[config.mk]
export PLATFORM = sky130hd
export DESIGN_NAME = cssd_ram
export DESIGN_NICKNAME = d
export VERILOG_FILES = /design/src/cssd_ram.sv
export SDC_FILE = /design/constraint.sdc
export NUM_CORES = 1
export LEC_CHECK = 0
export BUFFER_PORTS_ARGS = -buffer_cell sky130_fd_sc_hd__buf_2
export CORE_MARGIN = 4
export CORE_UTILIZATION = 45
export CTS_CLUSTER_SIZE = 8
export DETAILED_ROUTE_END_ITERATION = 10
export HOLD_SLACK_MARGIN = 0.15
export MAX_ROUTING_LAYER = met4
export PLACE_DENSITY = 0.68
export SYNTH_ARGS = -nofsm -noshare
export SYNTH_HDL_FRONTEND = slang
export SYNTH_SLANG_ARGS = --single-unit
[constraint.sdc]
create_clock -name clk_i -period 3.2 [get_ports clk_i]
set_input_delay 0.16 -clock clk_i [delete_from_list [all_inputs] [get_ports clk_i]]
set_output_delay 0.16 -clock clk_i [all_outputs]
set_load 0.01 [all_outputs]
[src/cssd_ram.sv]
`default_nettype none

module cssd_ram #(
  parameter int WIDTH = 32,
  parameter int DEPTH = 32
) (
  input  wire logic                     clk_i,
  input  wire logic                     we_i,
  input  wire logic [$clog2(DEPTH)-1:0] waddr_i,
  input  wire logic [WIDTH-1:0]         wdata_i,
  input  wire logic [$clog2(DEPTH)-1:0] raddr_i,
  output      logic [WIDTH-1:0]         rdata_o
);

  logic [WIDTH-1:0] mem_q [DEPTH];
  logic [WIDTH-1:0] rdata_q;

  always_ff @(posedge clk_i) begin
    if (we_i) begin
      mem_q[waddr_i] <= wdata_i;
    end
    rdata_q <= mem_q[raddr_i];
  end

  assign rdata_o = rdata_q;

endmodule

`default_nettype wire

==> flow_summary.ini, run 1 <==
[worst_hold_path]
hold-path-cell-count = 4
holdPathEnd = mem_q[21][9]
hp-start = waddr_i[0]
hp-class = input pin to register

[global_routing]
grt_pass1_wl_um = 146000
grt_max_degree = 64
grt_pass1_vias = 22300
antenna_found_initial = 6
grt_usage = 0.216
overflow = 0

[synth]
synth-seq-cells = 1056
synth_compound_area_frac = 0.0485
ys_warn_count = 0
syn_area_sq_um = 40500
synth_fa_ha_area_frac = 0
ys_types = 25
synthCells = 2260
seq_area_frac_synth = 0.775
syn_avg_cell_area_sq_um = 17.9
synth_top_family_by_area = multiplexers
syn-num-nets = 2304
yosys.area_share.xor_xnor = 0
synthMuxAreaShare = 0.127
synthSimpleGateAreaFrac = 0.0310

[floorplanning]
ios = 76
die_w_um = 308
die_h_um = 308
start_util = 0.456
coreArea_sq_um = 88800
die_area_sq_um = 94800
rows = 109

[sta]
worst_pin_slew_ns = 1.12
period_needed_ns = 2.38
hold_violations = 0
rsz0062_at_grt = false
slew_violations = 0
fin_crit_sh = 0.743
setup_violations = 0
slew_headroom = 0.256
setup_tns_ns = 0
timing.fmax_ghz = 0.420
fin_skew_ns = 0.0287

[flow_run]
cap_violations = 0

[clocking]
cts.clk_slew.worst_paths_ns = 0.05
cts_root_buf = clkbuf_16
ctsHtreeMaxLevel = 4
cts_tree = built
cts_made_buffers = 150
clkLatencyLatePin_ns = 0.74
clock-sinks = 1056
max-clock-path-buffers = 3
post_cts_resize_count = 0

[routing]
drtIter0Drc = 2272
drc = 0
drt_pass1_iterations = 6
wl_per_cell_um = 26.5
ant_nets = 0
via_per_inst = 5.81
drt-total-wl_um = 99400
dr_total_vias = 21800

[worst_setup_path]
r2r_start = mem_q[0][20]
slowest_delay_ns = 0.65
worst-path-buf-inv = 4
cp_cell_sequence = dlygate4sd3_1, buf_2, or3b_2, dlygate4sd3_1, nor2_4, buf_12
setup.worst_path.class = input pin to register
crit_top_cell = dlygate4sd3_1
crit_path_end_kind = register
cp.arrival_ns = 2.77
timing.rr.end = rdata_o[20]
crit_family = buffers and inverters
cp-start-kind = input pin
cp_slowest_cell = dlygate4sd3_1
path_max_fanout = 26
ff2ff_setup_slack_ns = 1.68
worstPathRequired_ns = 3.59
worstRegToRegCells = 5

[cells_and_area]
fill_cells = 6739
final_cell_mix = edfxtp_1 (1024), mux2i_1 (512), clkbuf_16 (150)
drive_above_1_share = 0.146
final_nets = 2535
syn2layout_area_growth_pct = 18.1
layout_commonest_cell = edfxtp_1
fin_util = 0.538

[placement]
place_congestion = 0.792
io_buffers = 75
hpwlAfterDp_um = 56300

[power]
ir_drop_uv = 409
p_per_area_nw_per_um2 = 659
finalPower_mw = 31.5
leakagePower_nw = 16.7

[run_status]
status = complete, no violations
[sequential cells by signal (all words and copies together) (netlist names)]
signal	cells
rdata_o	32
mem_q	1024
[cell usage after synthesis, drive strengths merged]
cell type	instances	area, sq um
mux2i	512	5120
nand3	98	490
or3	1	6.26
a22oi	96	721
nor2b	1	6.26
or2	1	6.26
nand2b	2	12.5
a21oi	96	480
nand2	98	368
nor2	34	128
and2	1	6.26
a31oi	32	200
nand3b	5	37.5
a22o	64	561
or3b	3	26.3
dfxtp	32	641
edfxtp	1024	30700
clkbuf	48	188
nor3	32	160
and2b	1	7.51
buf	79	566
[repair_timing]
item	in CTS	in global routing
endpoints found under the setup margin	0	0
endpoints found under the hold margin	1048	0
buffers inserted	0	0
hold buffers	38	0
[area by class of cell]
class | instances | area (sq um) | share of cell area
flip-flops and latches | 1056 | 31400 | 0.657
well taps | 1165 | 1460 | 0.0305
clock buffers | 229 | 4050 | 0.0847
multi-input cells | 1077 | 8610 | 0.180
diodes | 6 | 15.0 | 0.000314
clock inverters | 17 | 320 | 0.00670
repair buffers | 206 | 1960 | 0.0411
[worst max-delay path by stage]
stage,from,endpoint,slack [ns],cells after the start
after floorplan,waddr_i[1],mem_q[12][0],0.61,3
after global placement,raddr_i[0],rdata_o[19],0.89,8
after detailed placement,raddr_i[0],rdata_o[20],0.84,8
after CTS,waddr_i[3],mem_q[18][23],0.88,6
after global routing,waddr_i[3],mem_q[18][23],0.80,6
final,waddr_i[3],mem_q[18][23],0.82,6
[cells by family (layout without fill, tap and decap cells)]
kind of cell / after synthesis / in the layout
flip-flops: 1056 / 1056
multiplexers: 512 / 512
buffers and inverters: 127 / 452
AO/OA/AOI/OAI: 288 / 288
AND/OR/NAND/NOR: 277 / 277
other: 0 / 6
[metrics by stage]
step / hold slack (ns) / worst slack [ns] / std cells / instance area [sq um]
after global routing: 0.197 / 0.800 / 3755 / 47800
after CTS: 0.152 / 0.884 / 3750 / 47800
final: 0.197 / 0.821 / 3756 / 47800
after floorplan: 0.259 / 0.606 / 2260 / 40500
after global placement: 0.557 / 0.888 / 3466 / 43000
after detailed placement: 0.557 / 0.842 / 3466 / 43000
[worst register-to-register path, stage by stage, from the launching register on]
cell	delay, ns
edfxtp_1	0.42
mux2i_1	0.15
a22o_1	0.17
nor3_1	0.06
a31oi_1	0.44
nand3_1	0.13
[report_power, final]
part	total [mW]	internal [mW]	leakage (nW)	switching, mW
Sequential	15.5	15.4	9.49	0.0846
Combinational	1.54	0.532	5.15	1.00
Clock	14.5	8.74	2.09	5.75
Total	31.5	24.7	16.7	6.84
[layer usage]
layer / GRT usage / wire (um) / vias to the layer above
met2: 0.349 / 49500 / 917
met1: 0.278 / 39900 / 11300
met5: - / 0 / -
met3: 0.0387 / 7250 / 175
met4: 0.0735 / 2850 / 0
li1: - / - / 9483
Power figures use the tool's default switching activity.
==> run 2: changes to the inputs <==
--- a/config.mk
+++ b/config.mk
@@ -12,7 +12,7 @@
 export DETAILED_ROUTE_END_ITERATION = 10
 export HOLD_SLACK_MARGIN = 0.15
 export MAX_ROUTING_LAYER = met4
-export PLACE_DENSITY = 0.68
+export PLACE_DENSITY = 0.71
 export SYNTH_ARGS = -nofsm -noshare
 export SYNTH_HDL_FRONTEND = slang
 export SYNTH_SLANG_ARGS = --single-unit
==> constraint.sdc (replaced) <==
create_clock -name clk_i -period 2 [get_ports clk_i]
set_input_delay 0.1 -clock clk_i [delete_from_list [all_inputs] [get_ports clk_i]]
set_output_delay 0.1 -clock clk_i [all_outputs]
set_load 0.01 [all_outputs]
==> run 2 against run 1 <==
Sequential share of layout area fell by 1.0 points; critical path type unchanged; register-to-register slack got worse by 1.3 ns; clock power rose by 58%; clock skew fell by 0.0020 ns; setup slack got worse by 0.80 ns; critical path depth rose by 3; cell area rose by 1.6%; routed wire length rose by 0.15%; die area did not move; critical endpoint is now rdata_o[12]; via count rose by 1.2%; power rose by 59%; combinational power rose by 64%.
==> flow_summary.ini, run 2 (synthesis gave the netlist of run 1 again) <==
[cells_and_area]
syn2layout_area_growth_pct = 19.9
largest_register_ffs = 1024
regMostFlops = mem_q
final_nets = 2590
layout_commonest_cell = edfxtp_1
drive_above_1_share = 0.163
fin_util = 0.547
final_cell_mix = edfxtp_1 (1024), mux2i_1 (512), clkbuf_16 (150)

[clocking]
cts.clk_slew.worst_paths_ns = 0.05
ctsHtreeMaxLevel = 4
clkLatencyLatePin_ns = 0.74
cts_made_buffers = 150
cts_tree = built
post_cts_resize_count = 0
max-clock-path-buffers = 3
clock-sinks = 1056
cts_root_buf = clkbuf_16

[worst_hold_path]
hp-start = waddr_i[4]
hp-class = input pin to register

[power]
p_per_area_nw_per_um2 = 1030
ir_drop_uv = 714
p_seq_frac = 0.494
p_sw_mw = 10.7
p_sw_frac = 0.213
p_int_mw = 39.6
finalPower_mw = 50.2
leakagePower_nw = 17.1
p_clk_frac = 0.456
p_comb_frac = 0.050

[sta]
timing.fmax_ghz = 0.505
period_needed_ns = 1.98
rsz0062_at_grt = false
hold_violations = 0
setup_violations = 0
fin_crit_sh = 0.991
slew_headroom = 0.590
worst_pin_slew_ns = 0.615
fin_skew_ns = 0.0267
slew_violations = 0

[routing]
drt-total-wl_um = 99600
wl_per_cell_um = 26.1
via_per_inst = 5.79
ant_nets = 0
drt_pass1_iterations = 5
dr_total_vias = 22100
drc = 0
drtIter0Drc = 2153

[flow_run]
cap_violations = 0

[global_routing]
grt_pass1_wl_um = 146000
grt_usage = 0.215
antenna_found_initial = 2
grt_max_degree = 53
overflow = 0
grt_busiest_layer = met2
grt_use_met2 = 0.349
grt_pass1_vias = 22600
grt_util_met3 = 0.0386
grt_use_met1 = 0.275

[worst_setup_path]
worstPathRequired_ns = 2.52
crit_path_start = raddr_i[1]
crit_path_end_kind = register
cp.arrival_ns = 2.50
path_max_fanout = 16
setup.worst_path.class = input pin to register
r2r_start = mem_q[7][31]
cp-start-kind = input pin

[placement]
hpwlAfterDp_um = 56300
place_congestion = 0.805
io_buffers = 75

[floorplanning]
die_w_um = 308
coreArea_sq_um = 88800
rows = 109
die_area_sq_um = 94800
die_h_um = 308
ios = 76
start_util = 0.456

[run_status]
status = complete, no violations
run 2: cell count changes in the layout (fill, tap and decap cells not counted), sizes merged:
cell,change
dlygate4sd3,+2
clkinv,-2
clkbuf,+9
buf,+53
clkinvlp,+1
diode,-3
run 2: worst max-delay path: stages:
cell and delay, ns:
dlygate4sd3_1 0.54, buf_2 0.17, nor2_4 0.13, buf_12 0.19, dlygate4sd3_1 0.68, buf_4 0.20
a22oi_1 0.09, nand3_1 0.15, nand3_1 0.23
run 2: path summary, 6_finish.rpt:
kind | slack [ns] | cells past startpoint | to
max | 0.02 | 9 | rdata_o[12]
min | 0.21 | 5 | mem_q[23][5]
max reg2reg | 0.35 | 6 | rdata_o[31]
min reg2reg | 0.61 | 4 | rdata_o[11]
run 2: stage by stage:
step                TNS, ns  hold slack (ns)  cells  instance area [sq um]  worst slack [ns]
global placement          0            0.508   3517                  43800             0.134
detailed placement        0            0.511   3517                  43800             0.120
finish                    0            0.210   3816                  48600            0.0181
global route              0            0.200   3814                  48600           0.00829
CTS                       0            0.159   3811                  48500            0.0961
floorplan           -217.16            0.199   2260                  40500            -0.426
run 2: what timing repair did:
item,in CTS,in global routing
endpoints found under the setup margin,0,1
endpoints found under the hold margin,1041,0
setup buffers,0,2
hold buffers,40,0
run 2: routing by layer:
metal  wire (um)  vias to the layer above
met2       49300                     1009
met1       39700                    11300
met5           0                        -
li1            -                     9580
met4        2950                        0
met3        7630                      206
run 2: area by class of cell:
class                   count  area [sq um]
well taps                1165          1460
repair buffers            261          2780
clock buffers             238          4090
flip-flops and latches   1056         31400
clock inverters            16           220
multi-input cells        1077          8610
diodes                      3          7.51
fillers                  6591         40200
run 2: power groups by stage:
stage          clock network [mW]  registers [mW]  logic, mW
3_5_place_dp                    0            25.2       2.44
2_1_floorplan                   0            25.2       1.28
6_report                     22.9            24.8       2.53
4_1_cts                      23.3            24.8       2.52
3_3_place_gp                    0            25.2       2.38
5_1_grt                      24.3            24.8       2.68
